==> config.mk <==
export PLATFORM = sky130hd
export DESIGN_NAME = gfcas_fifo
export DESIGN_NICKNAME = d
export VERILOG_FILES = /design/src/rtl/gfcas_pkg.sv /design/src/rtl/gfcas_fifo.sv
export SDC_FILE = /design/constraint.sdc
export NUM_CORES = 1
export LEC_CHECK = 0
export ABC_AREA = 1
export BUFFER_PORTS_ARGS = -buffer_cell sky130_fd_sc_hd__buf_4
export CAP_MARGIN = 20
export CORE_MARGIN = 8
export CORE_UTILIZATION = 45
export CTS_CLUSTER_DIAMETER = 50
export DETAILED_ROUTE_END_ITERATION = 10
export GPL_TIMING_DRIVEN = 1
export PLACE_DENSITY = 0.72
export SLEW_MARGIN = 20
export SYNTH_ARGS = -nofsm -noshare
export SYNTH_HDL_FRONTEND = slang
export SYNTH_SLANG_ARGS = --single-unit
==> constraint.sdc <==
create_clock -name clock -period 2.9 [get_ports clock]
set_input_delay 0.58 -clock clock [delete_from_list [all_inputs] [get_ports clock]]
set_output_delay 0.58 -clock clock [all_outputs]
set_load 0.01 [all_outputs]
==> src/rtl/gfcas_pkg.sv <==
// Package: shared types and constants for the grid fill coverage statistics block.
package gfcas_pkg;

   localparam int FRAC = 16;
   localparam int CNT_W = 21;
   localparam int FILL_W = 29;
   localparam int COS_W = 37;

   // Front-to-back item: cell totals contribution, already classified.
   typedef struct packed {
      logic                shape;
      logic                empty;
      logic [7:0]          fill;
      logic                aligned;
      logic [FRAC:0]       cosine;
      logic                last;
      logic [15:0]         paths;
   } cell_type;

   typedef enum logic [1:0] {
      PH_PRODUCTS = 2'd0,
      PH_SUMS     = 2'd1,
      PH_NORMS    = 2'd2,
      PH_SEARCH   = 2'd3
   } front_phase_type;

   typedef enum logic [1:0] {
      ST_ACC  = 2'd0,
      ST_DIV  = 2'd1,
      ST_OUT  = 2'd2
   } back_state_type;

endpackage

==> src/rtl/gfcas_fifo.sv <==
// Short queue between the front and back parts.
module gfcas_fifo (
   input  logic                 clock,
   input  logic                 reset,
   input  logic                 in_valid,
   output logic                 in_ready,
   input  gfcas_pkg::cell_type  in_cell,
   output logic                 out_valid,
   input  logic                 out_ready,
   output gfcas_pkg::cell_type  out_cell
);
   gfcas_pkg::cell_type mem_ff [2];
   logic       wp_ff, rp_ff;
   logic [1:0] cnt_ff;
   logic       wr, rd;

   assign in_ready = cnt_ff != 2'd2;
   assign out_valid = cnt_ff != 2'd0;
   assign out_cell = mem_ff[rp_ff];
   assign wr = in_valid && in_ready;
   assign rd = out_valid && out_ready;

   always_ff @(posedge clock) begin
      if (reset) begin
         wp_ff <= 1'b0;
         rp_ff <= 1'b0;
         cnt_ff <= 2'd0;
      end else begin
         if (wr) wp_ff <= ~wp_ff;
         if (rd) rp_ff <= ~rp_ff;
         cnt_ff <= cnt_ff + 2'(wr) - 2'(rd);
      end
   end

   always_ff @(posedge clock) begin
      if (wr) mem_ff[wp_ff] <= in_cell;
   end
endmodule

Word-level counts from Yosys, hierarchy flattened:

Memory sizes are Yosys's and may differ from the RTL's. A register that Yosys moved wholly into a read port is not among the register bits.
Index checks and enable logic that the tools add are counted.

* register bits: 4
* RAM bits: 90
* memories kept: 1

Memory list
* mem_ff: depth 2, width 45, read ports 1, clocked after memory_dff 1, wr ports 1, line gfcas_fifo.sv:12 `gfcas_pkg::cell_type mem_ff [2];`

* add/sub/neg operators: 2
* eq/ne operators: 1
* multiplexer cells: 4
* bitwise logic cells: 2
* reduce and logical (&&, ||, !) cells: 3

Operators with widths (count)
* $mux W1: 4
* $add A2 B1 Y2: 1
* $logic_and A1 B1 Y1: 2
* $ne A2 B2 Y1 const B: 1
* $not A1 Y1: 2
* $reduce_bool A2 Y1: 1
* $sub A2 B1 Y2: 1

Depth between registers and ports, before layout:

Gate-level depths: netlist of the first run.

* word-level depth: 4
* mapped depth: 11

Worst setup path before layout of the first run:

OpenSTA, ideal clock, no wires.

* path kind: input -> register
* from: input in_valid
* to: memory mem_ff[0][0] in the netlist's numbering, enable pin
* data arrival time: 2.543 ns
* path slack: -0.091 ns
* stages: 2
* cell sequence: nand2_1 > nor2_1

* word-level cells in the longest chain between the ends: 3

Ends and longest elaborated chain
* from (decl): line gfcas_fifo.sv:5 `input logic in_valid,`
* $logic_and A1 B1 Y1: line gfcas_fifo.sv:20 `assign wr = in_valid && in_ready;`
* $mux W1: line gfcas_fifo.sv:36 `if (wr) mem_ff[wp_ff] <= in_cell;`
* $mux W1 (not written as such): line gfcas_fifo.sv:36
* to (decl): line gfcas_fifo.sv:12

Every way passes these cells.

==> results.cfg, run 1 <==
[timing]
rsz0062_at_grt = no
setup_viol = 0
worst_slew_margin_rel_pct = 55.3
min_period_ns = 2.12
worst_pin_slew_ns = 0.669
fmax_mhz = 472
slew_violations = 0
finClkSkew_ns = 0.0117
fin_tns_setup_ns = 0
hold_viol_final = 0
setup_ws_ns = 0.783
finalCritPeriodShare_pct = 73.0

[layout]
layout_common_cells = buf_4 (97), edfxtp_1 (90), mux2_4 (40), clkbuf_8 (9)
antenna_cells = 0
drive_above_1_share_pct = 55.1
regArea_um2 = 2800
nFillCells = 640
finalNetCount = 333
mostFrequentLayoutCell = buf_4
syn2layout_area_growth_pct = 27.0
multi_input_area_um2 = 778

[run]
maxCapViolCount = 0

[global_route]
antenna_found_initial = 0
grt_pass1_vias = 2007
grt_pass1_wl_mm = 9.82
grt_overflow = 0
grt_max_degree = 46
grt_usage_pct = 11.2

[pwr]
power_frac_seq_pct = 47.8
comb_power_share_pct = 30.9
switching_power_uw = 990
ir_drop_v = 0.000489
switching_share_pct = 26.4
p_int_mw = 2.76
p_per_area_nw_per_um2 = 799
leakagePower_nw = 1.86
clock_power_share_pct = 21.3

[clock_network]
cts_hold_buf = 0
root_buffer = clkbuf_8
clock_sinks = 95
cts_resized = 0
clkSlewWorstSetupHoldPaths_ns = 0.08
clkLatencyLatePin_ns = 0.34
cts_buffers = 9
post_cts_buffers = 0
cts_tree = done
cts_buffer_depth = 2
cts_htree_levels = 3

[setup_path]
critPathKind = reg2out
cpPeakStageDelay_ns = 0.39
end_kind = output pin
crit_arrival_ns = 1.54
cpLargestDelayFamily = buffers and inverters
required_ns = 2.32
crit_chain = buf_12 -> mux2_2 -> buf_4
crit_path_top_delay_cell = mux2_2
cp_max_fo = 45
crit_buf_inv = 2
start_kind = flip-flop

[detailed_routing]
drt-initial-drc-count = 59
drt_pre_antenna_iters = 4
dr_total_vias = 1820
wl_per_cell_um = 16.2
via_per_inst = 4.64
wirelength_mm = 6.36
drc_errors = 0
ant_nets = 0

[synthesis]
synthAdderAreaFrac_pct = 0.677
syn_area_um2 = 3690
synth_top_area_share_pct = 73.1
synth_nets = 228
netlist.top_cell.by_area = edfxtp_1
ys_seq_elements = 95
yosysSeqAreaShare_pct = 75.9
synth_cell_type_count = 12
synth_area_per_cell_um2 = 20.9
synth-compound-area-share_pct = 0.271
yosys-top-cells-area = edfxtp_1 (73%), mux2_4 (16%), dfxtp_1 (2.7%)
syn-instance-count = 177
muxShareOfSynthArea_pct = 17.8
synth_top_family_by_area = multiplexers
yosys.area_share.xor_xnor_pct = 0
synth-simple-area-share_pct = 2.13
yosys_warnings = 0

[floorplan]
die_x_um = 107
core_um2 = 8090
io_pins = 96
die-area_um2 = 11400
die_h_um = 107
std_cell_rows = 33
initial_core_util_pct = 45.7

[outcome]
outcome = finished clean

[place]
hpwl_mm = 4.40
port_buffers = 95
gp_congestion = 0.656
pre_cts_ws_ns = 0.966

[min_path]
holdCritPathClass = in2reg
-- per-layer routing --
metal	global-route usage [%]	share of wire, %	up-vias
li1	-	-	877
met1	13.2	43	867
met2	18.0	47	65
met3	3.84	7.8	11
met4	5.73	1.8	0
met5	0	0	-
-- flip-flops by register name, indices dropped and copies added (netlist names), named ones only --
name and cells:
wp_ff 1, cnt_ff 2, rp_ff 1, mem_ff 90
-- path summary, 6_finish.rpt --
kind,startpoint,end,slack (ns),depth (start not counted)
max,flip-flop,out_cell[1],0.78,3
min,reset,cnt_ff[0],0.40,2
max reg2reg,cnt_ff[0],mem_ff[0][35],1.12,5
min reg2reg,rp_ff,flip-flop,0.51,2
-- power groups by stage --
stage               combinational, mW  sequential, mW  clock [mW]
global placement                 1.18            1.82           0
floorplan                       0.755            1.81           0
global route                     1.26            1.81       0.879
CTS                              1.19            1.80       0.828
finish                           1.16            1.79       0.798
detailed placement               1.19            1.83           0
-- stage by stage --
stage	hold slack (ns)	std cells	utilization [%]	area [µm²]	power [mW]
floorplan	0.467	177	-	3700	2.57
global placement	0.487	376	55.8	4510	2.99
detailed placement	0.493	376	55.8	4510	3.01
CTS	0.382	392	58.0	4690	3.81
global route	0.388	392	58.0	4690	3.95
finish	0.404	392	58.0	4690	3.75
-- cells in the mapped netlist --
cell / n
a21oi_1: 2
buf_12: 4
buf_6: 1
dfxtp_1: 5
edfxtp_1: 90
ha_1: 2
inv_1: 8
mux2_2: 5
mux2_4: 40
nand2_1: 8
nand3_1: 3
nor2_1: 9
-- worst reg2reg max path, cell delays in order, from the launching register on --
cell     delay (ns)
dfxtp_1        0.36
inv_1          0.06
nand2_1        0.12
nand2_1        0.13
nor2_4         0.54
buf_12         0.28
-- layout make-up --
cell class	instances	area share [%]
Sequential cell	95	59.8
Multi-Input combinational cell	69	16.6
Timing Repair Buffer	99	16.4
Clock buffer	11	2.80
Tap cell	105	2.80
Clock inverter	5	1.04
Inverter	8	0.640
-- cells by family after synthesis --
family | count (synthesis)
AND/OR/NAND/NOR | 20
AO/OA/AOI/OAI | 2
adder cells (fa/ha/maj) | 2
multiplexers | 45
flip-flops | 95
buffers and inverters | 13
(Power assumes the default switching activity.)
==> run 2, diff against run 1 <==
--- a/config.mk
+++ b/config.mk
@@ -13,7 +13,7 @@
 export CTS_CLUSTER_DIAMETER = 50
 export DETAILED_ROUTE_END_ITERATION = 10
 export GPL_TIMING_DRIVEN = 1
-export PLACE_DENSITY = 0.72
+export PLACE_DENSITY = 0.7
 export SLEW_MARGIN = 20
 export SYNTH_ARGS = -nofsm -noshare
 export SYNTH_HDL_FRONTEND = slang
==> constraint.sdc (replaced) <==
create_clock -name clock -period 2 [get_ports clock]
set_input_delay 0.4 -clock clock [delete_from_list [all_inputs] [get_ports clock]]
set_output_delay 0.4 -clock clock [all_outputs]
set_load 0.01 [all_outputs]
==> run 2 against run 1 <==
Effect of this change: critical path depth unchanged; core utilization increased by 0.45 points; worst hold slack got worse by 0.19 ns; largest power group unchanged; sequential power increased by 46%; largest cell class unchanged; clock-buffer cell count decreased by 1.
==> results.cfg, run 2 (synthesis results as in run 1) <==
[floorplan]
die_x_um = 107
die-area_um2 = 11400
core_um2 = 8090
initial_core_util_pct = 45.7
std_cell_rows = 33
io_pins = 96
die_h_um = 107

[layout]
mostFrequentLayoutCell = buf_4
multi_input_area_um2 = 778
regArea_um2 = 2800
largest-register = mem_ff
nFillCells = 634
layout_common_cells = buf_4 (99), edfxtp_1 (90), mux2_4 (40), clkbuf_8 (9)
final_cell_area_um2 = 4730
antenna_cells = 0
syn2layout_area_growth_pct = 28.0
reg_top3 = mem_ff (90), cnt_ff (2)
largest_reg_flops = 90
finalNetCount = 335
drive_above_1_share_pct = 56.4

[setup_path]
r2r-start = cnt_ff[0]
end_kind = output pin
required_ns = 1.60
r2r-end = cnt_ff[1]
r2r.worst_path.cells = 10
start_kind = flip-flop
crit_arrival_ns = 1.48
critPathKind = reg2out
reg2reg_slack_ns = 0.44
cp_max_fo = 23

[clock_network]
clkSlewWorstSetupHoldPaths_ns = 0.08
post_cts_buffers = 0
clkLatencyLatePin_ns = 0.35
cts_tree = done
cts_buffer_depth = 2
clock_sinks = 95
cts_buffers = 9
cts_htree_levels = 3
root_buffer = clkbuf_8

[timing]
min_period_ns = 1.88
worst_slew_margin_rel_pct = 71.9
slew_violations = 0
setup_viol = 0
fin_tns_setup_ns = 0
finalCritPeriodShare_pct = 93.9
fmax_mhz = 532
finClkSkew_ns = 0.00980
rsz0062_at_grt = no
worst_pin_slew_ns = 0.421
hold_viol_final = 0
hold_slack_ns = 0.215
setup_ws_ns = 0.122

[global_route]
grt_pass1_wl_mm = 9.50
grt_overflow = 0
antenna_found_initial = 0
grt_usage_pct = 10.9
grt_pass1_vias = 1939
grt_max_degree = 46

[pwr]
ir_drop_v = 0.000565
p_per_area_nw_per_um2 = 1160
leakagePower_nw = 1.87

[min_path]
min_from = reset
holdCritPathClass = in2reg
whs_path_depth = 2
hold_end = cnt_ff[0]

[place]
port_buffers = 95
gp_congestion = 0.696
dpl_cell_area_um2 = 4510
pre_cts_ws_ns = 0.408
hpwl_mm = 4.19

[detailed_routing]
wirelength_mm = 6.33
ant_nets = 0
dr_total_vias = 1833
via_per_inst = 4.65
drt_pre_antenna_iters = 4
drc_errors = 0
wl_per_cell_um = 16.1
drt-initial-drc-count = 57

[outcome]
outcome = finished clean

[run]
maxCapViolCount = 0
run 2: cell types whose count changed in the layout (fill, tap and decap cells not counted), sizes merged:
cell      delta
clkinvlp     +2
buf          +1
clkinv       -1
run 2: layer usage:
| layer | vias to the layer above | wire length, µm | track usage, % |
|---|---|---|---|
| met1 | 885 | 2310 | 10.4 |
| met2 | 58 | 3340 | 18.9 |
| met3 | 8 | 596 | 5.46 |
| met5 | - | 0 | 0 |
| li1 | 882 | - | - |
| met4 | 0 | 90 | 5.73 |
run 2: how the worst max path moves through the flow:
stage,start,end
after floorplan,cnt_ff[0],mem_ff[1][0]
after global placement,flip-flop,out_cell[3]
after detailed placement,flip-flop,out_cell[3]
after CTS,flip-flop,out_cell[3]
after global routing,flip-flop,out_cell[3]
final,flip-flop,out_cell[3]
run 2: metrics by stage:
stage,std cells,util (%),power [mW]
floorplan,177,-,3.72
global placement,377,55.7,4.32
detailed placement,377,55.7,4.35
CTS,393,58.0,5.54
global route,394,58.4,5.79
finish,394,58.4,5.50
run 2: area by class of cell:
type	instances	share of cell area, %
Multi-Input combinational cell	69	16.5
Clock inverter	6	1.30
Clock buffer	10	2.70
Sequential cell	95	59.3
Tap cell	105	2.78
Timing Repair Buffer	101	16.8
Inverter	8	0.635
run 2: power by group:
group          switching [mW]  leakage [nW]  internal (mW)
clock network           0.609        0.0859          0.571
registers              0.0898         0.882           2.52
logic                   0.765         0.906          0.946
run 2: timing repair:
action | 4_1_cts | 5_1_grt
endpoints found under the hold margin | 0 | 0
hold buffers | 0 | 0
gates resized for setup | 0 | 1
setup endpoints to repair | 0 | 5
run 2: worst max-delay path, stage by stage, from the launching register on:
cell and delay, ns:
dfxtp_2 0.39, buf_16 0.22, mux2_2 0.37, buf_4 0.15
