## config.mk

```make
export PLATFORM = sky130hd
export DESIGN_NAME = gfcas_back
export DESIGN_NICKNAME = d
export VERILOG_FILES = /design/src/rtl/gfcas_pkg.sv /design/src/rtl/gfcas_div.sv /design/src/rtl/gfcas_back.sv
export SDC_FILE = /design/constraint.sdc
export NUM_CORES = 1
export LEC_CHECK = 0
export BUFFER_PORTS_ARGS = -buffer_cell sky130_fd_sc_hd__buf_2
export CAP_MARGIN = 30
export CORE_MARGIN = 4
export CORE_UTILIZATION = 40
export CTS_CLUSTER_DIAMETER = 150
export DETAILED_ROUTE_END_ITERATION = 10
export RECOVER_POWER = 50
export SYNTH_ARGS = -nofsm -noshare
export SYNTH_HDL_FRONTEND = slang
export SYNTH_SLANG_ARGS = --single-unit
```

## constraint.sdc

```tcl
create_clock -name clock -period 15.8 [get_ports clock]
set_input_delay 3.16 -clock clock [delete_from_list [all_inputs] [get_ports clock]]
set_output_delay 3.16 -clock clock [all_outputs]
set_load 0.005 [all_outputs]
```

## src/rtl/gfcas_pkg.sv

```systemverilog
// Package: shared types and constants for the grid fill coverage statistics block.
package gfcas_pkg;

   localparam int FRAC = 16;
   localparam int CNT_W = 21;
   localparam int FILL_W = 29;
   localparam int COS_W = 37;

   // Front-to-back item: cell totals contribution, already classified.
   typedef struct packed {
      logic                shape;
      logic                empty;
      logic [7:0]          fill;
      logic                aligned;
      logic [FRAC:0]       cosine;
      logic                last;
      logic [15:0]         paths;
   } cell_type;

   typedef enum logic [1:0] {
      PH_PRODUCTS = 2'd0,
      PH_SUMS     = 2'd1,
      PH_NORMS    = 2'd2,
      PH_SEARCH   = 2'd3
   } front_phase_type;

   typedef enum logic [1:0] {
      ST_ACC  = 2'd0,
      ST_DIV  = 2'd1,
      ST_OUT  = 2'd2
   } back_state_type;

endpackage

```

## src/rtl/gfcas_div.sv

```systemverilog
// Restoring divider: 48-bit dividend by 24-bit divisor, one quotient bit per cycle.
module gfcas_div (
   input  logic        clock,
   input  logic        reset,
   input  logic        start,
   input  logic [47:0] dividend,
   input  logic [23:0] divisor,
   output logic        done,
   output logic [47:0] quotient,
   output logic [23:0] remainder
);
   logic [47:0] q_ff;
   logic [24:0] r_ff;
   logic [23:0] d_ff;
   logic [5:0]  n_ff;
   logic        run_ff;
   logic [24:0] sh;
   logic        ge;

   assign sh = {r_ff[23:0], q_ff[47]};
   assign ge = sh >= {1'b0, d_ff};
   assign quotient = q_ff;
   assign remainder = r_ff[23:0];
   assign done = run_ff && n_ff == 6'd0;

   always_ff @(posedge clock) begin
      if (reset) begin
         run_ff <= 1'b0;
      end else if (start) begin
         run_ff <= 1'b1;
      end else if (done) begin
         run_ff <= 1'b0;
      end
   end

   always_ff @(posedge clock) begin
      if (start) begin
         q_ff <= dividend;
         r_ff <= '0;
         d_ff <= divisor;
         n_ff <= 6'd48;
      end else if (run_ff && n_ff != 6'd0) begin
         r_ff <= ge ? sh - {1'b0, d_ff} : sh;
         q_ff <= {q_ff[46:0], ge};
         n_ff <= n_ff - 6'd1;
      end
   end
endmodule

```

## src/rtl/gfcas_back.sv

```systemverilog
// Back part: totals, final divisions and the result register.
module gfcas_back (
   input  logic                 clock,
   input  logic                 reset,
   input  logic                 in_valid,
   output logic                 in_ready,
   input  gfcas_pkg::cell_type  in_cell,
   input  logic [12:0]          grid_width,
   input  logic [12:0]          grid_height,
   output logic                 rsp_empty,
   input  logic                 pop,
   output logic [16:0]          rsp_empty_fraction,
   output logic signed [24:0]   rsp_overlap,
   output logic [16:0]          rsp_disagreement,
   output logic [31:0]          rsp_paths_per_side,
   output logic [1:0]           rsp_status
);
   localparam int F = gfcas_pkg::FRAC;
   localparam int CW = gfcas_pkg::CNT_W;
   localparam int FW = gfcas_pkg::FILL_W;
   localparam int SW = gfcas_pkg::COS_W;

   localparam logic [1:0] JOB_EMPTY   = 2'd0;
   localparam logic [1:0] JOB_OVERLAP = 2'd1;
   localparam logic [1:0] JOB_COSINE  = 2'd2;
   localparam logic [1:0] JOB_PATHS   = 2'd3;

   gfcas_pkg::back_state_type st_ff, st_in;
   logic [CW-1:0] shp_ff, emp_ff, aln_ff;
   logic [FW-1:0] fil_ff;
   logic [SW-1:0] cos_ff;
   logic [15:0]   paths_ff;
   logic [1:0]    job_ff;
   logic          start_ff;
   logic          full_ff;
   logic [16:0]   ef_ff, dis_ff;
   logic signed [24:0] ovl_ff;
   logic [31:0]   pps_ff;
   logic [16:0]   out_ef_ff, out_dis_ff;
   logic signed [24:0] out_ovl_ff;
   logic [31:0]   out_pps_ff;
   logic [1:0]    stat_ff;
   logic          neg_ff;
   logic [47:0]   dvd;
   logic [23:0]   dvs;
   logic          ddone;
   logic [47:0]   quo;
   logic [23:0]   rem;
   logic          acc;
   logic [FW:0]   fsum;
   logic [SW:0]   csum;
   logic [CW-1:0] shp_n, emp_n;
   logic [FW-1:0] fil_n;
   logic [CW-1:0] aln_n;
   logic [SW-1:0] cos_n;
   logic signed [FW+1:0] onum;
   logic [FW+1:0] oabs;
   logic signed [49:0] qs;
   logic [12:0]   side;

   assign in_ready = st_ff == gfcas_pkg::ST_ACC;
   assign acc = in_valid && in_ready;
   assign rsp_empty = !full_ff;
   assign rsp_empty_fraction = out_ef_ff;
   assign rsp_overlap = out_ovl_ff;
   assign rsp_disagreement = out_dis_ff;
   assign rsp_paths_per_side = out_pps_ff;
   assign rsp_status = stat_ff;

   // accumulated totals including the incoming cell
   always_comb begin
      shp_n = shp_ff;
      emp_n = emp_ff;
      aln_n = aln_ff;
      cos_n = cos_ff;
      if (in_cell.shape && shp_ff != '1) shp_n = shp_ff + CW'(1);
      if (in_cell.empty && emp_ff != '1) emp_n = emp_ff + CW'(1);
      fsum = {1'b0, fil_ff} + (FW+1)'(in_cell.fill);
      fil_n = fsum[FW] ? '1 : fsum[FW-1:0];
      csum = {1'b0, cos_ff} + (SW+1)'(in_cell.cosine);
      if (in_cell.aligned && aln_ff != '1) begin
         aln_n = aln_ff + CW'(1);
         cos_n = csum[SW] ? '1 : csum[SW-1:0];
      end
   end

   assign onum = signed'({2'b00, fil_ff}) + signed'((FW+2)'(emp_ff))
                 - signed'((FW+2)'(shp_ff));
   assign oabs = onum[FW+1] ? (FW+2)'(-onum) : (FW+2)'(onum);
   assign side = (grid_width > grid_height) ? grid_width : grid_height;

   always_comb begin
      case (job_ff)
         JOB_EMPTY: begin dvd = 48'(emp_ff) << F; dvs = 24'(shp_ff); end
         JOB_OVERLAP: begin dvd = 48'(oabs) << F; dvs = 24'(shp_ff); end
         JOB_COSINE: begin dvd = 48'(cos_ff); dvs = 24'(aln_ff); end
         default: begin
            dvd = 48'(paths_ff) << F;
            dvs = (side == 13'd0) ? 24'd1 : 24'(side);
         end
      endcase
   end

   gfcas_div u_div (
      .clock(clock), .reset(reset), .start(start_ff), .dividend(dvd), .divisor(dvs),
      .done(ddone), .quotient(quo), .remainder(rem)
   );

   // floor for negative numerators: -(q) or -(q+1)
   assign qs = neg_ff ? -(signed'({2'b00, quo}) + ((rem != '0) ? 50'sd1 : 50'sd0))
                      : signed'({2'b00, quo});

   always_ff @(posedge clock) begin
      if (reset) st_ff <= gfcas_pkg::ST_ACC;
      else st_ff <= st_in;
   end

   always_comb begin
      st_in = st_ff;
      case (st_ff)
         gfcas_pkg::ST_ACC: if (acc && in_cell.last) st_in = gfcas_pkg::ST_DIV;
         gfcas_pkg::ST_DIV: if (ddone && job_ff == JOB_PATHS) st_in = gfcas_pkg::ST_OUT;
         gfcas_pkg::ST_OUT: if (!full_ff) st_in = gfcas_pkg::ST_ACC;
         default: st_in = gfcas_pkg::ST_ACC;
      endcase
   end

   always_ff @(posedge clock) begin
      if (reset) begin
         shp_ff <= '0; emp_ff <= '0; fil_ff <= '0; aln_ff <= '0; cos_ff <= '0;
         full_ff <= 1'b0;
         start_ff <= 1'b0;
      end else begin
         start_ff <= 1'b0;
         if (full_ff && pop) full_ff <= 1'b0;
         case (st_ff)
            gfcas_pkg::ST_ACC: begin
               if (acc) begin
                  shp_ff <= shp_n; emp_ff <= emp_n; fil_ff <= fil_n;
                  aln_ff <= aln_n; cos_ff <= cos_n;
                  if (in_cell.last) begin
                     paths_ff <= in_cell.paths;
                     job_ff <= JOB_EMPTY;
                     start_ff <= 1'b1;
                  end
               end
            end
            gfcas_pkg::ST_DIV: begin
               neg_ff <= onum[FW+1];
               if (ddone) begin
                  case (job_ff)
                     JOB_EMPTY: ef_ff <= (shp_ff == '0) ? 17'd0 : quo[16:0];
                     JOB_OVERLAP: begin
                        if (shp_ff == '0) ovl_ff <= '0;
                        else if (qs > 50'sd16777215) ovl_ff <= 25'sd16777215;
                        else if (qs < -50'sd8388608) ovl_ff <= -25'sd8388608;
                        else ovl_ff <= qs[24:0];
                     end
                     JOB_COSINE: dis_ff <= (aln_ff == '0) ? 17'd0 :
                                     (quo > 48'(1 << F)) ? 17'd0 : 17'((1 << F) - quo);
                     default: pps_ff <= (quo[47:32] != '0) ? '1 : quo[31:0];
                  endcase
                  if (job_ff != JOB_PATHS) begin
                     job_ff <= job_ff + 2'd1;
                     start_ff <= 1'b1;
                  end
               end
            end
            gfcas_pkg::ST_OUT: begin
               if (!full_ff) begin
                  full_ff <= 1'b1;
                  out_ef_ff <= ef_ff;
                  out_ovl_ff <= ovl_ff;
                  out_dis_ff <= dis_ff;
                  out_pps_ff <= pps_ff;
                  stat_ff <= {aln_ff == '0, shp_ff == '0};
                  shp_ff <= '0; emp_ff <= '0; fil_ff <= '0; aln_ff <= '0; cos_ff <= '0;
               end
            end
            default: ;
         endcase
      end
   end
endmodule

```

==> Word-level counts from Yosys, hierarchy flattened <==
Cells that the tools add are included.
Widths: inputs -> output; s select.
{ "totals": {"regBits": 439, "in_bits": 75, "out_inout_bits": 95} }
{ "op_classes": {"n_addsub": 14, "order_cmp": 5, "n_eq_ne": 19, "mux": 50, "bitwise": 3, "reduce_logical": 40} }
{ "ops": {"columns": ["operator", "count"], "rows": [
  ["$pmux 21 s2", 4],
  ["$mux 37", 4],
  ["$mux 21", 7],
  ["$pmux 47 s3", 1],
  ["$mux 48", 2],
  ["$mux 29", 3],
  ["$pmux 37 s2", 1],
  ["$add 21x1->21 const B", 3],
  ["$ne 21x21->1 const B", 3],
  ["$pmux 29 s2", 1],
  ["$gt 50x25->1 const B", 1],
  ["$lt 50x24->1 const B", 1],
  ["$mux 50", 1],
  ["$neg 49->50", 1],
  ["$add 48x1->49", 1],
  ["$gt 48x17->1 const B", 1],
  ["$mux 24", 2],
  ["$logic_not 21->1", 2],
  ["$add 37x17->38", 1],
  ["$reduce_and 4->1", 8],
  ["$mux 31", 1],
  ["$neg 31->31", 1],
  ["$sub 30x21->31", 1],
  ["$add 29x21->30", 1],
  ["other kinds (33)", 79]
]} }

==> Logic depth before layout (Yosys ltp) <==
Gate-level depths: netlist of the first run.
{ "depth": {"word_depth": 8, "depth_mapped": 21, "depth_no_buf": 19} }

==> Modules after synthesis <==
A second synthesis of the first run with hierarchy kept.
{ "unflattened": {"cells_unflattened": 3219, "hier_area_um2": 29452.0} }
{ "by_module_without_submodules": {"columns": ["mod", "n_inst", "cells_per_inst", "area_per_inst_um2"], "rows": [
  ["gfcas_back", 1, 2684, 23642.7],
  ["gfcas_div", 1, 535, 5809.3]
]} }

==> Least setup slack after synthesis of the first run <==
OpenSTA, ideal clock, no wires.
{ "synth_path": {"kind": "input port to flip-flop", "start": "input port reset", "end": "register out_dis_ff[0] (netlist: rsp_disagreement[0]) (enable)", "setup_ns": 0.658, "arrival_time_ns": 9.948, "slack_ns": 5.194, "stages": 3, "path_buffers": 2, "cell_sequence": "clkbuf_1 -> clkbuf_1 -> nor3_1"} }
{ "synth_via": {"elab_chain_cells": 2} }
{ "synth_rtl": {"columns": ["element", "line", "rtl"], "rows": [
  ["start: declaration", "gfcas_back.sv:4", "input logic reset,"],
  ["$not 1->1 (no source line)", null, null],
  ["$reduce_and 3->1 (no source line)", null, null],
  ["end signal: assignment", "gfcas_back.sv:174", "out_dis_ff <= dis_ff;"],
  ["end: declaration", "gfcas_back.sv:39", "logic [16:0] out_ef_ff, out_dis_ff;"]
]} }
No other way between the ends.
A chain may end at the register's enable or synchronous reset.

==> Final worst setup path of the first run <==
{ "layout_path": {"start": "input port reset", "end": "register job_ff[1] (enable)"} }
{ "layout_via": {"elab_chain_cells": 2} }
{ "layout_rtl": {"columns": ["element", "line", "rtl"], "rows": [
  ["$not 1->1 (no source line)", null, null],
  ["$reduce_and 6->1 (no source line)", null, null],
  ["end signal: assignment", "gfcas_back.sv:164", "job_ff <= job_ff + 2'd1;"],
  ["end: declaration", "gfcas_back.sv:33", "logic [1:0] job_ff;"]
]} }
No other way between the ends.

==> results of run 1 <==
==> cells in the mapped netlist (all sizes together) (14+ instances only) <==
cell type / n
a211o: 15
a211oi: 28
a21o: 40
a21oi: 230
a221oi: 26
a31oi: 40
and2: 19
and3: 35
buf: 22
clkbuf: 95
dfxtp: 164
edfxtp: 272
fa: 24
ha: 196
inv: 279
mux2i: 29
nand2: 226
nand2b: 33
nand3: 140
nand3b: 15
nand4: 48
nor2: 298
nor2b: 49
nor3: 80
nor4: 41
o211ai: 17
o21a: 14
o21ai: 200
o21bai: 22
o22ai: 20
o311ai: 17
o31ai: 28
or2: 19
xnor2: 119
xor2: 61
==> cell usage in the layout, fill, tap and decap left out, types with 14 or more instances in the layout <==
cell / instances
buf_4: 26
nand2_1: 226
o311ai_0: 14
a211oi_1: 27
nand4_1: 47
nor2b_1: 49
nand2b_1: 33
edfxtp_1: 272
a211o_1: 15
or2_2: 18
mux2i_1: 29
fa_1: 24
nor2_1: 294
nand3_1: 140
ha_1: 195
a21oi_1: 229
o22ai_1: 19
xnor2_1: 119
a221oi_1: 26
o211ai_1: 16
nor3_1: 73
and2_1: 19
inv_1: 278
o21ai_0: 187
a21o_1: 39
nand3b_1: 15
nor4_1: 40
and3_1: 35
buf_2: 131
dfxtp_1: 164
xor2_1: 61
o31ai_1: 24
clkbuf_1: 59
a31oi_1: 39
o21bai_1: 22
clkbuf_16: 52
==> cell type report <==
class | instances | area [sq um] | area share, %
multi-input combinational | 2290 | 15200 | 48.1
sequential | 436 | 11500 | 36.1
clock buffer | 68 | 1400 | 4.42
tap | 931 | 1160 | 3.68
inverter | 279 | 1050 | 3.31
timing repair buffer | 207 | 1050 | 3.30
clock inverter | 29 | 340 | 1.07
==> power groups by stage <==
stage          clock network (mW)  logic [mW]  registers (mW)
2_1_floorplan                   0       0.871            1.32
3_3_place_gp                    0        1.13            1.35
3_5_place_dp                    0        1.14            1.35
4_1_cts                      1.24        1.14            1.32
5_1_grt                      1.29        1.28            1.33
6_report                     1.22        1.16            1.33
==> worst paths after layout <==
check                           startpoint                  to  slack [ps]  depth (start not counted)
worst max-delay path                 reset           job_ff[1]        9380                          5
worst min-delay path            ovl_ff[10]     rsp_overlap[10]         410                          0
worst max register to register    start_ff  u_div.quotient[12]        9790                          4
worst min register to register  ovl_ff[10]     rsp_overlap[10]         410                          0
==> logic make-up (layout without fill, tap and decap cells) <==
logic type	Yosys count	in the layout	synth area share [%]
AO/OA/AOI/OAI	799	799	18.2
XOR/XNOR	180	180	5.60
adder cells (fa/ha/maj)	220	220	10.4
buffers and inverters	396	583	5.33
flip-flops	436	436	40.7
multiplexers	30	30	1.07
AND/OR/NAND/NOR	1061	1061	18.7
==> sequential cells by signal (all words and copies together) (netlist names), 21 cells and up <==
| name | cells |
|---|---|
| rsp_overlap | 25 |
| pps_ff | 32 |
| fil_ff | 29 |
| u_div.r_ff | 24 |
| u_div.d_ff | 21 |
| u_div.quotient | 48 |
| cos_ff | 37 |
| rsp_paths_per_side | 32 |
| ovl_ff | 25 |
| aln_ff | 21 |
| shp_ff | 21 |
| emp_ff | 21 |
==> stage by stage <==
| stage | power (mW) | setup WS [ps] | std cells | hold slack (ps) | cell area (sq um) |
|---|---|---|---|---|---|
| final | 3.70 | 9380 | 4240 | 409 | 31700 |
| after global routing | 3.91 | 9230 | 4240 | 420 | 31700 |
| after CTS | 3.71 | 9640 | 4240 | 413 | 31800 |
| after detailed placement | 2.48 | 9000 | 4143 | 405 | 30000 |
| after global placement | 2.48 | 8910 | 4139 | 401 | 30000 |
| after floorplan | 2.20 | 5190 | 3122 | 400 | 28100 |
==> routing by layer <==
metal | vias up | global-route usage [%] | share of wire, % | wire length (microns)
li1 | 11600 | - | - | -
met1 | 11300 | 31.3 | 46 | 38500
met2 | 748 | 35.1 | 45 | 38300
met3 | 100 | 3.56 | 6.9 | 5780
met5 | - | 0 | 0 | 0
met4 | 0 | 4.94 | 2.0 | 1700
==> metrics, run 1 <==
CP arrival=between 6000 and 7000 ps; post-synth top area cell=edfxtp_1; Worst Hold Class=reg2reg; P&R area growth vs syn=12.6%; Yosys cell types=93; sw frac=approximately 34%; Switch Pwr=1.27 mW; final wirelength=84200 microns; Top Family by Delay on Critical Path=buffers and inverters; io pins=between 150 and 200; yosys synthesis warning count=0; status=finished with violations; clock slew at reported path FFs=approximately 60 ps; final hold violations=0; Placer Congestion=a little under 1; CTS Buffer Depth=3; internal power=about 2.4 mW; fmax=about 160 MHz; top_reg_cell synth=edfxtp_1; fin crit period=between 6000 and 7000 ps; post-detail-place hpwl=roughly 64000 microns; Slowest Stage Delay on Critical Path=about 1800 ps; initial core utilization=approximately two fifths; Post-synth EDFFs=between 200 and 300; RSZ-0062 raised after global routing=no; Max Slew Vio Count=320; Slew @ Worst Pin=between 3000 and 4000 ps; Post-Syn Nets=3417; area share of the leading cell type in the synthesized netlist=29.0%; Power Density=about 120 nW/um^2; ys async rst share=0%; CTS tree=done; first-pass GRT wire length=approximately 130000 microns; via-per-instance ratio=between 5 and 6; Die Span X=approximately 270 microns; root buf cell=clkbuf_16; number of global-route vias before repair=21900; H-tree Lvls=2; crit path launch type=input port; failing checks=max-capacitance violations, max-slew violations; Max IR drop VDD=around 81 uV; period utilisation layout=roughly two fifths; First-pass DRT Iterations=6; share of total power in combinational logic=between 30% and 40%; clock sink total=roughly 440; postcts setup bufs=0; routed vias=~24000; Worst Setup End Kind=flip-flop; Buf+Inv Stages, Crit Path=3; fillers=between 6000 and 7000; LEAKAGE=12.2 nW; fin nets=~3600; post-CTS sizing=0; setup TNS=0 ps; initial antenna violation count=0; Die ar.=74700 sq um; Area contributors post-synth=edfxtp_1, dfxtp_1, ha_1; Routed Antenna Nets=0; Iter 0 DRT Violations=roughly 2300; Post-Syn Area per Cell=9.02 sq um; CP max FO=42; Slowest-stage cell, CP=clkbuf_1; Max-Cap Viols=6; grt ovf=0; Die Span Y=approximately 270 microns; WL/cell=19.9 microns; worst-skew pair later-pin latency=about 620 ps; Clock Power Share=between 30% and 40%; Reg power frac=35.8%; number of synthesized register bits=436; Post-Syn Area=28100 sq um; Worst Skew=32.9 ps; Final Util=a little under half; crit-path cells=buf_2 -> clkbuf_1 -> inv_1 -> and3_1 -> o21bai_1; post-synthesis sequential area ratio=between 40% and 50%; Slew HR=-152%; row count=96; final setup violation count=0; CTS Buf Count=between 50 and 60; Worst EP required=between 15000 and 20000 ps; diode count=0; DRC violations left=0; Hold Buf Count CTS=0; Gate Count Post-Synth=3122; core footprint=around 69000 sq um; largest net degree at the start of global routing=90; WS Path Type=in2reg; Port-buffer cells=around 170; layout cell share with drive strength beyond 1=between 8 and 9%; gr usage total=roughly 22%
No activity file was read; power rests on OpenSTA's default activity.
==> run 2: changes to the inputs <==
==> constraint.sdc (replaced) <==
create_clock -name clock -period 6.05 [get_ports clock]
set_input_delay 1.21 -clock clock [delete_from_list [all_inputs] [get_ports clock]]
set_output_delay 1.21 -clock clock [all_outputs]
set_load 0.005 [all_outputs]
==> metrics, run 2 (synthesized netlist as in run 1, its figures left out) <==
layout cell share with drive strength beyond 1=a little under a tenth; WL/cell=20.3 microns; Post-DP Area=30100 sq um; Slew HR=-63.7%; Worst Setup End Kind=flip-flop; WS Path Type=reg2reg; DRC violations left=0; root buf cell=clkbuf_16; Slowest Stage Delay on Critical Path=about 570 ps; commonest non-fill, non-tap cell in the layout=nor2_1; fin crit period=roughly 5300 ps; number of global-route vias before repair=22200; post-detail-place hpwl=about 65000 microns; worst hold path endpoint=rsp_empty_fraction[6]; setup TNS=0 ps; crit path launch type=flip-flop; core footprint=~70000 sq um; Iter 0 DRT Violations=about 2100; gr usage total=between 20% and 30%; clock sink total=436; Max IR drop VDD=206 uV; final instance area=between 30000 and 40000 sq um; Worst EP required=approximately 6500 ps; CTS Buf Count=about 50; Die Span X=around 270 microns; fmax=187 MHz; initial core utilization=between 40% and 50%; fillers=about 6800; Worst Skew=about 35 ps; largest net degree at the start of global routing=94; Routed Antenna Nets=0; cell depth of the worst hold path=0; overall power=9.78 mW; Buf+Inv Stages, Crit Path=2; max reg flops=48; Hold Buf Count CTS=0; CTS Buffer Depth=3; min-delay src=ef_ff[6]; final setup violation count=0; first-pass GRT wire length=approximately 130000 microns; fin nets=3567; initial antenna violation count=3; CP most frequent cell=ha_1; Die Span Y=between 200 and 300 microns; postcts setup bufs=0; RSZ-0062 raised after global routing=no; clock slew at reported path FFs=about 60 ps; CTS tree=done; grt ovf=0; Port-buffer cells=between 150 and 200; RR Endpoint=ovl_ff[1]; Worst Hold Class=reg2reg; worst-skew pair later-pin latency=610 ps; io pins=between 150 and 200; P&R area growth vs syn=13.0%; Placer Congestion=between 0.9 and 1; Slew @ Worst Pin=between 2000 and 2500 ps; routed vias=23700; R2R depth=19; CP max FO=5; LEAKAGE=approximately 12 nW; Top Family by Delay on Critical Path=simple AND/OR/NAND/NOR gates; period utilisation layout=just under 90%; Critical R2R Launch=u_div.r_ff[20]; multi-input logic area=between 15000 and 20000 sq um; final hold violations=0; failing checks=max-capacitance violations, max-slew violations; row count=96; crit-path cells=or4_1 -> nor4_1 -> buf_4 -> ha_1 -> ha_1 -> inv_1 -> ha_1 -> o21bai_1 -> a2111oi_2 -> nand3b_1 -> a21oi_1 -> o311a_1 -> o211ai_2 -> a21oi_1 -> o211ai_1 -> or4_1 -> nor4_2 -> nor2b_1 -> o41ai_1; post-CTS sizing=0; status=finished with violations; via-per-instance ratio=approximately 5.6; final wirelength=~86000 microns; Die ar.=between 70000 and 80000 sq um; Reg2Reg Setup Slack=around 710 ps; H-tree Lvls=2; Power Density=~300 nW/um^2; CP arrival=5740 ps; First-pass DRT Iterations=6; Max-Cap Viols=8; most frequent cells in the layout=nor2_1, inv_1, edfxtp_1; WHS=411 ps; Slowest-stage cell, CP=or4_1; register area=approximately 11000 sq um; Max Slew Vio Count=~360
## run 2: cell count changes in the layout (fill, tap and decap cells not counted), sizes merged
cell and change:
buf +2, inv -2, clkinvlp +1, clkbuf +7, bufinv +3, diode +2, clkinv -7
## run 2: routing by layer
layer  up-vias  track usage (%)  part of all wire, %
met2       762             34.2                   44
met5         -                0                    0
met1     11200             32.3                   46
li1      11600                -                    -
met3       130             4.19                  7.3
met4         0             6.79                  2.8
## run 2: stage by stage
stage               setup WS (ps)  utilization [%]  cells
global route                  291             46.0   4246
floorplan                     313                -   3122
finish                        710             46.0   4246
detailed placement            708             43.6   4152
CTS                           639             46.1   4244
global placement              807             43.5   4149
## run 2: power by group
group          switching [mW]  leakage (nW)  internal (mW)
Combinational            1.86          7.68           1.19
Clock                    1.31         0.862           1.96
Sequential              0.149          3.69           3.30
## run 2: layout make-up
cell class,instances,area share (%)
clock inverter,24,1.24
antenna,2,0.0157
multi-input combinational,2290,47.9
timing repair buffer,216,3.53
tap,931,3.66
sequential,436,36.0
clock buffer,68,4.36
inverter,279,3.29
## run 2: how the worst max path moves through the flow
stage | start | to | slack [ps] | cells after the start
2_1_floorplan | reset | rsp_disagreement[0] | 310 | 3
3_3_place_gp | u_div.r_ff[20] | ovl_ff[10] | 810 | 20
3_5_place_dp | u_div.r_ff[20] | ovl_ff[1] | 710 | 19
4_1_cts | u_div.r_ff[20] | ovl_ff[1] | 640 | 19
5_1_grt | u_div.r_ff[20] | ovl_ff[1] | 290 | 19
6_report | u_div.r_ff[20] | ovl_ff[1] | 710 | 19
==> run 3: changes to the inputs <==
--- a/config.mk
+++ b/config.mk
@@ -7,11 +7,12 @@
 export LEC_CHECK = 0
 export BUFFER_PORTS_ARGS = -buffer_cell sky130_fd_sc_hd__buf_2
 export CAP_MARGIN = 30
-export CORE_MARGIN = 4
+export CORE_MARGIN = 5
 export CORE_UTILIZATION = 40
 export CTS_CLUSTER_DIAMETER = 150
 export DETAILED_ROUTE_END_ITERATION = 10
 export RECOVER_POWER = 50
+export REMOVE_ABC_BUFFERS = 1
 export SYNTH_ARGS = -nofsm -noshare
 export SYNTH_HDL_FRONTEND = slang
 export SYNTH_SLANG_ARGS = --single-unit
==> metrics, run 3 (synthesized netlist as in run 1, its figures left out) <==
overall power=between 9 and 10 mW; LEAKAGE=between 10 and 15 nW; CTS tree=done; Placer Congestion=roughly 1; routed vias=23700; Worst Hold Class=reg2reg; initial antenna violation count=2; First-pass DRT Iterations=6; CTS Buffer Depth=3; gr usage total=21.8%; layout cell share with drive strength beyond 1=under 10%; multi-input logic area=between 15000 and 20000 sq um; H-tree Lvls=2; crit path launch type=flip-flop; clock sink total=between 400 and 500; root buf cell=clkbuf_16; fin crit period=5570 ps; Slew HR=-98.4%; clock slew at reported path FFs=60 ps; Iter 0 DRT Violations=roughly 2100; fillers=6898; number of global-route vias before repair=roughly 22000; WL/cell=~20 microns; Worst Skew=approximately 48 ps; DRC violations left=0; WS Path Type=reg2reg; largest net degree at the start of global routing=94; fin nets=approximately 3600; RSZ-0062 raised after global routing=no; final hold violations=0; Reg2Reg Setup Slack=about 480 ps; final setup violation count=0; Post-DP Area=between 30000 and 40000 sq um; Worst Setup End Kind=flip-flop; R2R depth=19; post-detail-place hpwl=between 60000 and 70000 microns; Port-buffer cells=169; P&R area growth vs syn=12.4%; Slew @ Worst Pin=between 2000 and 3000 ps; Die Span Y=approximately 280 microns; max reg flops=between 40 and 50; Power Density=approximately 300 nW/um^2; CP arrival=roughly 6000 ps; Max IR drop VDD=~230 uV; CP max FO=5; initial core utilization=roughly two fifths; Hold Buf Count CTS=0; io pins=170; Routed Antenna Nets=0; core footprint=69900 sq um; status=finished with violations; Worst EP required=6420 ps; Max-Cap Viols=6; Die Span X=approximately 280 microns; row count=between 90 and 100; fmax=~180 MHz; register area=approximately 11000 sq um; postcts setup bufs=0; final wirelength=~85000 microns; final instance area=between 30000 and 40000 sq um; via-per-instance ratio=between 5 and 6; period utilisation layout=approximately 92%; Max Slew Vio Count=around 330; first-pass GRT wire length=130000 microns; grt ovf=0; most frequent cells in the layout=nor2_1, inv_1, edfxtp_1; CTS Buf Count=48; commonest non-fill, non-tap cell in the layout=nor2_1; cell depth of the worst hold path=0; failing checks=max-capacitance violations, max-slew violations; post-CTS sizing=0; Die ar.=75800 sq um; worst-skew pair later-pin latency=a little over 600 ps
run 3: worst paths after layout:
check	from	endpoint
hold reg to reg	pps_ff[13]	rsp_paths_per_side[13]
setup reg to reg	u_div.r_ff[20]	ovl_ff[0]
setup / recovery	u_div.r_ff[20]	ovl_ff[0]
hold / removal	pps_ff[13]	rsp_paths_per_side[13]
run 3: final cells by class:
cell class	instances	area share (%)
multi-input cells	2290	48.2
diodes	2	0.0158
well taps	940	3.72
repair buffers	208	3.35
flip-flops and latches	436	36.2
inverters	279	3.31
clock buffers	63	4.16
clock inverters	27	1.08
run 3: worst max-delay path, stage by stage, from the launching register on:
cell,delay (ps)
dfxtp_1,350
or4_1,560
nor4_1,420
buf_4,210
ha_1,150
ha_1,160
inv_1,50
ha_1,200
o21bai_1,260
a2111oi_2,140
nand3b_1,230
a21oi_1,250
o311a_1,330
o211ai_2,130
a21oi_1,180
o211ai_1,160
or4_1,580
nor4_2,420
nor2b_1,180
o41ai_1,400
run 3: metal layers:
metal | part of all wire, % | track usage (%) | wire length (microns)
met5 | 0 | 0 | 0
met4 | 2.8 | 6.14 | 2420
met3 | 6.8 | 3.76 | 5760
met2 | 45 | 34.0 | 37900
met1 | 46 | 31.2 | 39100
run 3: power breakdown:
part	internal [mW]	switching [mW]
combinational	1.18	1.88
clock	1.80	1.24
sequential	3.30	0.147
run 3: per-stage QoR:
step / setup TNS (ps) / hold WS [ps] / setup slack (ps) / cells / utilization (%)
2_1_floorplan: -201380 / 400 / -2170 / 3005 / -
3_3_place_gp: 0 / 400 / 501 / 4152 / 43.0
3_5_place_dp: 0 / 405 / 455 / 4153 / 43.0
4_1_cts: 0 / 417 / 422 / 4243 / 45.4
5_1_grt: 0 / 422 / 57.7 / 4244 / 45.2
6_report: 0 / 416 / 480 / 4245 / 45.3
